[src/hw/rtl/asit_pkg.sv]
// Shared types, constants and codes for the address session id table.
// No dependencies.
`timescale 1ns / 1ps

package asit_pkg;

  localparam int unsigned ENTRIES  = 64;
  localparam int unsigned IDX_W    = $clog2(ENTRIES);
  localparam int unsigned CNT_W    = $clog2(ENTRIES + 1);
  localparam logic [31:0] HASH_MUL = 32'h5bd1e995;

  localparam logic [1:0] MODE_ADDR = 2'd0;
  localparam logic [1:0] MODE_ID   = 2'd1;
  localparam logic [1:0] MODE_TICK = 2'd2;

  localparam logic [2:0] ST_HIT     = 3'd0;
  localparam logic [2:0] ST_NEW     = 3'd1;
  localparam logic [2:0] ST_NOTFND  = 3'd2;
  localparam logic [2:0] ST_FULL    = 3'd3;
  localparam logic [2:0] ST_TICK    = 3'd4;

  localparam logic [0:0] CFG_TIMEOUT = 1'd0;
  localparam logic [0:0] CFG_START   = 1'd1;

  typedef struct packed {
    logic [1:0]  mode;
    logic [63:0] addr_lo;
    logic [63:0] addr_hi;
    logic [15:0] port;
    logic        is_v6;
    logic [31:0] lookup_sid;
  } in_beat_t;

  typedef struct packed {
    logic [2:0]  status;
    logic [31:0] result_id;
    logic [63:0] out_addr_lo;
    logic [63:0] out_addr_hi;
    logic [15:0] out_port;
    logic        out_is_v6;
    logic [31:0] addr_hash;
    logic [6:0]  freed_count;
  } out_beat_t;

  // controller to datapath
  typedef struct packed {
    logic load;      // capture input beat, clear search state
    logic scan;      // read entry at idx (memory read issued)
    logic check;     // evaluate entry read last cycle
    logic hash_step; // advance hash unit one multiply
    logic finish;    // perform write-back and form result
  } dp_cmd_t;

  // datapath to controller
  typedef struct packed {
    logic hash_done;
  } dp_sts_t;

endpackage

[src/hw/rtl/asit_ctrl.sv]
// Sequencer for the session table: load, entry sweep, hash steps, finish.
// Depends on asit_pkg.
`timescale 1ns / 1ps

module asit_ctrl import asit_pkg::*; (
  input  logic             clk,
  input  logic             rst_n,
  input  logic             in_fire,
  input  logic             out_busy,
  input  dp_sts_t          sts,
  output logic             in_ready,
  output logic [IDX_W-1:0] idx,
  output dp_cmd_t          cmd
);

  localparam logic [1:0] S_IDLE = 2'd0;
  localparam logic [1:0] S_SCAN = 2'd1;
  localparam logic [1:0] S_LAST = 2'd2;
  localparam logic [1:0] S_DONE = 2'd3;

  logic [1:0]       state_r, state_nxt;
  logic [IDX_W-1:0] idx_r, idx_nxt;
  logic             chk_r, chk_nxt;

  always_comb begin
    state_nxt = state_r;
    idx_nxt   = idx_r;
    chk_nxt   = 1'b0;
    cmd       = '0;
    in_ready  = (state_r == S_IDLE) && !out_busy;
    cmd.load  = in_fire;
    cmd.check = chk_r;
    case (state_r)
      S_IDLE: begin
        if (in_fire) begin
          state_nxt = S_SCAN;
          idx_nxt   = '0;
        end
      end
      S_SCAN: begin
        cmd.scan      = 1'b1;
        cmd.hash_step = 1'b1;
        chk_nxt       = 1'b1;
        if (idx_r == IDX_W'(ENTRIES - 1)) begin
          state_nxt = S_LAST;
        end else begin
          idx_nxt = idx_r + 1'b1;
        end
      end
      S_LAST: begin
        cmd.hash_step = 1'b1;
        if (sts.hash_done && !chk_r) state_nxt = S_DONE;
      end
      S_DONE: begin
        cmd.finish = 1'b1;
        state_nxt  = S_IDLE;
      end
      default: state_nxt = S_IDLE;
    endcase
  end

  always_ff @(posedge clk) begin
    if (!rst_n) begin
      state_r <= S_IDLE;
      idx_r   <= '0;
      chk_r   <= 1'b0;
    end else begin
      state_r <= state_nxt;
      idx_r   <= idx_nxt;
      chk_r   <= chk_nxt;
    end
  end

  assign idx = idx_r;

endmodule

[config.mk]
export PLATFORM = sky130hd
export DESIGN_NAME = asit_ctrl
export DESIGN_NICKNAME = d
export VERILOG_FILES = /design/src/hw/rtl/asit_pkg.sv /design/src/hw/rtl/asit_ctrl.sv
export SDC_FILE = /design/constraint.sdc
export NUM_CORES = 1
export LEC_CHECK = 0
export ABC_AREA = 1
export BUFFER_PORTS_ARGS = -buffer_cell sky130_fd_sc_hd__clkbuf_2
export CAP_MARGIN = 20
export CORE_MARGIN = 2
export CORE_UTILIZATION = 30
export DETAILED_ROUTE_END_ITERATION = 8
export PLACE_DENSITY = 0.48
export SLEW_MARGIN = 40
export SYNTH_ARGS = -nofsm -noshare
export SYNTH_HDL_FRONTEND = slang
export SYNTH_SLANG_ARGS = --single-unit
[constraint.sdc]
create_clock -name clk -period 1.6 [get_ports clk]
set_clock_uncertainty 0.2 [all_clocks]
set_input_delay 0 -clock clk [delete_from_list [all_inputs] [get_ports clk]]
set_output_delay 0 -clock clk [all_outputs]
set_load 0.01 [all_outputs]
* After elaboration in Yosys (flattened, before gate mapping)
Cells that the tools add are included.
** Word-level totals
- Word-level logic and storage cells :: 31
- Flip-flop bits (word level) :: 9
- Input port bits :: 5
- Output and inout bits :: 12
** Cells by class
- Reductions and logical operators :: 9
- Equality and inequality tests :: 8
- Add/subtract/negate cells :: 1
- Muxes and demuxes :: 10
** Operators with widths (count)
- $mux W6 :: 2
- $pmux W6 S2 :: 1
- $ne A2 B2 Y1 const B :: 4
- $pmux W2 S4 :: 1
- $add A6 B1 Y6 const B :: 1
- $eq A6 B6 Y1 const B :: 1
- $mux W2 :: 3
- $reduce_and A3 Y1 :: 2
- $eq A2 B2 Y1 const B :: 2
- $mux W1 :: 3
- $eq A2 B1 Y1 const B :: 1
- $logic_and A1 B1 Y1 :: 2
- $logic_not A1 Y1 :: 2
- $logic_not A2 Y1 :: 1
- $reduce_bool A2 Y1 :: 1
- $reduce_or A2 Y1 :: 1

* Longest topological paths before layout
- Depth in word-level cells :: 4
- Gate-level depth with buffers :: 10
- Mapped depth without buffers :: 10

* Least setup slack after synthesis
OpenSTA, ideal clock, no wires.
- Path type :: reg-to-reg
- Start :: register state_r[0]
- End :: register state_r[1]
- Slack :: 0.079 ns
- Path buffers :: 1
- Period minus slack after synthesis :: 1.521 ns
- Required time :: 1.287 ns
- Cell stages (with the launch flop) :: 10
- Arrival time :: 1.208 ns
- Setup time :: 0.113 ns
- Cells stage by stage :: dfxtp_1 > inv_1 > ha_1 > inv_1 > or2_1 > buf_6 > nand4_1 > nand2_1 > nand2_1 > nor2_1
** On the way
- Longest elaborated chain between the ends :: 3
- Elaborated cells between the ends (all ways) :: 9
- Those cells by class :: eq/ne (6); mux (1); reduce/logical (2)
** RTL lines
- from (decl) :: line asit_ctrl.sv:21 : logic [1:0] state_r, state_nxt;
- from (signal assigned) :: line asit_ctrl.sv:68 : state_r <= state_nxt;
- $eq A2 B2 Y1, or another cell as far along :: line asit_ctrl.sv:33 : case (state_r)
- $ne A2 B2 Y1 (no source line)
- $reduce_and A3 Y1 (no source line)
Parallel ways exist; a longest one is shown, timed or not.
A chain may end at the register's enable or synchronous reset.

* Final worst setup path
- Start :: register state_r[1]
- End :: register idx_r[1] (netlist: idx[1])
** On the way
- Longest elaborated chain between the ends :: 3
- Elaborated cells between the ends (all ways) :: 7
- Those cells by class :: eq/ne (3); mux (1); reduce/logical (3)
** RTL lines
- $eq A2 B1 Y1 / $logic_not A2 Y1 (equally long branches) :: line asit_ctrl.sv:33
- $ne A2 B2 Y1 (no source line) / $reduce_bool A2 Y1 (equally long branches)
- $reduce_and A3 Y1 (no source line)
- to (signal assigned) :: line asit_ctrl.sv:69 : idx_r <= idx_nxt;
- to (decl) :: line asit_ctrl.sv:22 : logic [IDX_W-1:0] idx_r, idx_nxt;
Parallel ways exist; a longest one is shown, timed or not.

==> metrics.txt <==
# TYPE chip_impl_metric gauge
chip_impl_metric{name="effective_utilization_at_floorplan",unit=""} 0.315
chip_impl_metric{name="remaining_drc_errors",unit=""} 0
chip_impl_info{name="synth_most_common_cell",value="sky130_fd_sc_hd__nand2_1"} 1
chip_impl_metric{name="cts_max_level",unit=""} 1
chip_impl_metric{name="cp_max_stage_delay",unit="ns"} 0.35
chip_impl_metric{name="timing.final.crit_share",unit=""} 0.955
chip_impl_metric{name="synthesis.area_per_instance",unit="um2"} 7.03
chip_impl_metric{name="drt_first_pass_iters",unit=""} 4
chip_impl_metric{name="cp_data_arrival_time",unit="ns"} 1.53
chip_impl_info{name="synth_top_family_by_area",value="simple AND/OR/NAND/NOR gates"} 1
chip_impl_metric{name="grt_pass1_wl",unit="mm"} 2.35
chip_impl_metric{name="leakage",unit="nW"} 0.463
chip_impl_info{name="timing.critical_path.from_type",value="flip-flop"} 1
chip_impl_metric{name="synth_top_cell_area_share",unit=""} 0.294
chip_impl_info{name="critPathSlowestCell",value="sky130_fd_sc_hd__dfxtp_2"} 1
chip_impl_info{name="cts_tree",value="yes"} 1
chip_impl_metric{name="seq_area_frac_synth",unit=""} 0.294
chip_impl_metric{name="dp_worst_setup_slack",unit="ns"} -0.0596
chip_impl_metric{name="final_antenna_net_count",unit=""} 0
chip_impl_metric{name="syn-instance-count",unit=""} 87
chip_impl_info{name="critical_path.endpoint_type",value="flip-flop"} 1
chip_impl_metric{name="finalHoldWorstSlack",unit="ns"} 0.00972
chip_impl_metric{name="worst_slew_margin_rel",unit=""} 0.866
chip_impl_metric{name="p_sw_frac",unit=""} 0.420
chip_impl_metric{name="setup_viol_count_final",unit=""} 0
chip_impl_metric{name="worstPathBufferInverterCount",unit=""} 3
chip_impl_metric{name="yosys_warnings",unit=""} 0
chip_impl_metric{name="first_global_vias",unit=""} 589
chip_impl_metric{name="worstSkewPairLatency",unit="ns"} 0.27
chip_impl_metric{name="total_switching_power",unit="mW"} 0.584
chip_impl_metric{name="wl_per_cell",unit="um"} 9.57
chip_impl_metric{name="antenna_found_initial",unit=""} 0
chip_impl_metric{name="synthToLayoutAreaGrowth",unit="%"} 43.1
chip_impl_metric{name="fin_setup_tns",unit="ns"} 0
chip_impl_metric{name="n_fill_cell",unit=""} 209
chip_impl_info{name="critical_path_start_end_classification",value="flip-flop to flip-flop"} 1
chip_impl_metric{name="number_of_flops_mapped_to_enable_cells_by_yosys",unit=""} 0
chip_impl_metric{name="max_freq",unit="MHz"} 654
chip_impl_metric{name="muxShareOfSynthArea",unit=""} 0
chip_impl_metric{name="post_drt_via_cell_ratio",unit=""} 4.26
chip_impl_info{name="synthTopCellsByArea",value="sky130_fd_sc_hd__dfxtp_1, sky130_fd_sc_hd__ha_1, sky130_fd_sc_hd__nand2_1"} 1
chip_impl_metric{name="finish.net_count",unit=""} 128
chip_impl_metric{name="comb_power_share",unit=""} 0.632
chip_impl_metric{name="ios",unit=""} 17
chip_impl_metric{name="cts.sink_count",unit=""} 9
chip_impl_metric{name="finalWirelength",unit="mm"} 1.37
chip_impl_metric{name="synth_xor_area_frac",unit=""} 0
chip_impl_metric{name="die_area",unit="um2"} 2420
chip_impl_metric{name="chipWidth",unit="um"} 49.2
chip_impl_metric{name="worst-slew-pin-transition",unit="ns"} 0.201
chip_impl_metric{name="ir_worst_vdd",unit="mV"} 0.717
chip_impl_metric{name="place.detailed.hpwl",unit="mm"} 1.04
chip_impl_metric{name="share_of_final_layout_standard_cells_stronger_than_drive_strength_1",unit=""} 0.405
chip_impl_metric{name="vias",unit=""} 609
chip_impl_metric{name="layout_setup_ws",unit="ns"} 0.0718
chip_impl_metric{name="dr.first_iter.drc_count",unit=""} 5
chip_impl_metric{name="yosys.area_share.adder",unit=""} 0.123
chip_impl_metric{name="groute.usage.overall",unit=""} 0.126
chip_impl_metric{name="yosys.area_share.simple",unit=""} 0.372
chip_impl_info{name="critical-path-top-delay-family",value="simple AND/OR/NAND/NOR gates"} 1
chip_impl_info{name="most_frequent_cell_on_the_critical_path",value="sky130_fd_sc_hd__buf_4"} 1
chip_impl_metric{name="synth_area",unit="um2"} 612
chip_impl_metric{name="fp-row-count",unit=""} 16
chip_impl_metric{name="synth.net_count",unit=""} 98
chip_impl_metric{name="numCtsBuffers",unit=""} 3
chip_impl_metric{name="max_cap_violations",unit=""} 0
chip_impl_metric{name="final_report_max_slew_violation_count",unit=""} 0
chip_impl_metric{name="report.power.total",unit="mW"} 1.39
chip_impl_metric{name="io_buf_count",unit=""} 16
chip_impl_metric{name="largest_net_degree_at_the_start_of_global_routing",unit=""} 9
chip_impl_info{name="timing.hold.worst.class",value="input port to primary output"} 1
chip_impl_metric{name="critical_path.max_fanout",unit=""} 6
chip_impl_metric{name="synth_area_in_compound_gates",unit=""} 0.0695
chip_impl_metric{name="synthArstFlopShare",unit=""} 0
chip_impl_metric{name="critical_path_required",unit="ns"} 1.60
chip_impl_metric{name="floorplan.core_area",unit="um2"} 1940
chip_impl_metric{name="core_util_final",unit=""} 0.451
chip_impl_metric{name="sequentialPowerShare",unit=""} 0.238
chip_impl_info{name="run_status",value="finished clean"} 1
chip_impl_metric{name="cellPowerDensity",unit="nW/um2"} 1590
chip_impl_metric{name="power_report.internal_total",unit="mW"} 0.807
chip_impl_metric{name="max-clock-path-buffers",unit=""} 2
chip_impl_metric{name="clk_pin_slew_worst_paths",unit="ns"} 0.06
chip_impl_metric{name="chipHeight",unit="um"} 49.2
chip_impl_metric{name="synth_seq_cells",unit=""} 9
chip_impl_metric{name="final_hold_viol_count",unit=""} 0
chip_impl_metric{name="antenna-diode-count",unit=""} 0
chip_impl_info{name="synth_commonest_cells",value="sky130_fd_sc_hd__nand2_1, sky130_fd_sc_hd__nor2_1, sky130_fd_sc_hd__inv_1"} 1
chip_impl_info{name="synth_largest_area_cell",value="sky130_fd_sc_hd__dfxtp_1"} 1
chip_impl_metric{name="final_period_minus_worst_setup_slack",unit="ns"} 1.53
chip_impl_metric{name="clock_power_share",unit=""} 0.131
chip_impl_info{name="cts-root-buf",value="sky130_fd_sc_hd__clkbuf_4"} 1
chip_impl_metric{name="synth.distinct_cells",unit=""} 18
chip_impl_info{name="timing.critical_path.cells",value="inv_4 > ha_4 > buf_4 > nand2_2 > nand3_4 > buf_4 > nand3_1 > nand2_1 > nor2_1"} 1
chip_impl_metric{name="grt_overflow_total",unit=""} 0
chip_impl_info{name="synth_ff_type",value="sky130_fd_sc_hd__dfxtp_1"} 1
chip_impl_metric{name="gp_routability_congestion",unit=""} 0.747
-- sequential cells by signal, indices dropped and copies added (netlist names) --
signal and count:
idx 6, state_r 2, chk_r 1
-- metrics by stage --
step                      instances  instance area, um2
after floorplan                  87                 612
after global placement          136                 767
after detailed placement        136                 767
after CTS                       142                 821
after global routing            143                 876
final                           143                 876
-- worst reg2reg max path, delay by kind of cell, from the launching register on --
| kind | cells | cell delay [ns] |
|---|---|---|
| AND/OR/NAND/NOR | 5 | 0.42 |
| flip-flops | 1 | 0.35 |
| buffers and inverters | 3 | 0.34 |
| adder cells (fa/ha/maj) | 1 | 0.16 |
-- area by class of cell --
type / instances / area [um2] / share of cell area
Inverter: 12 / 52.6 / 0.0600
Multi-Input combinational cell: 61 / 383 / 0.437
Clock buffer: 4 / 26.3 / 0.0300
Sequential cell: 9 / 186 / 0.213
Timing Repair Buffer: 30 / 194 / 0.221
Tap cell: 27 / 33.8 / 0.0386
-- logic make-up after synthesis --
| group | after synthesis |
|---|---|
| adders and majority gates | 6 |
| and+or+nand+nor | 47 |
| buffers and inverters | 17 |
| AOI/OAI and AO/OA | 8 |
| DFF | 9 |
-- power by group through the flow --
stage	clock [mW]	sequential [mW]	combinational, mW
detailed placement	0	0.312	0.761
CTS	0.193	0.307	0.782
global route	0.209	0.338	0.987
finish	0.182	0.331	0.879
floorplan	0	0.322	0.504
global placement	0	0.310	0.764
-- worst paths after layout --
kind	start	to	slack (ns)	cells after the start
hold / removal	in_fire	cmd[4]	0.01	2
setup / recovery	state_r[1]	idx[1]	0.07	9
hold reg to reg	idx[1]	idx[1]	0.30	2
setup reg to reg	state_r[1]	idx[1]	0.07	9
-- routing by layer --
layer / global-route usage / share of wire / wire length [um]
met1: 0.155 / 0.46 / 629
met2: 0.200 / 0.47 / 647
met5: 0 / 0 / 0
met4: 0.0857 / 0.031 / 42
met3: 0.0184 / 0.035 / 48
-- layout by cell type, fill, tap and decap left out, drive strengths merged --
| cell type | instances |
|---|---|
| nand3 | 8 |
| dlygate4sd3 | 2 |
| dfxtp | 9 |
| o21ai | 4 |
| ha | 6 |
| nor3b | 1 |
| a21boi | 1 |
| buf | 12 |
| nand2 | 21 |
| clkbuf | 20 |
| a21oi | 3 |
| nor2 | 13 |
| nand4 | 2 |
| or2 | 2 |
| inv | 12 |
-- repair_timing --
action	CTS	global route
pin swaps	1	5
hold buffers	2	0
buffers inserted	0	1
endpoints found under the hold margin	9	0
gates cloned	0	0
gates resized for setup	3	15
endpoints found under the setup margin	7	8
Power figures use the tool's default switching activity.
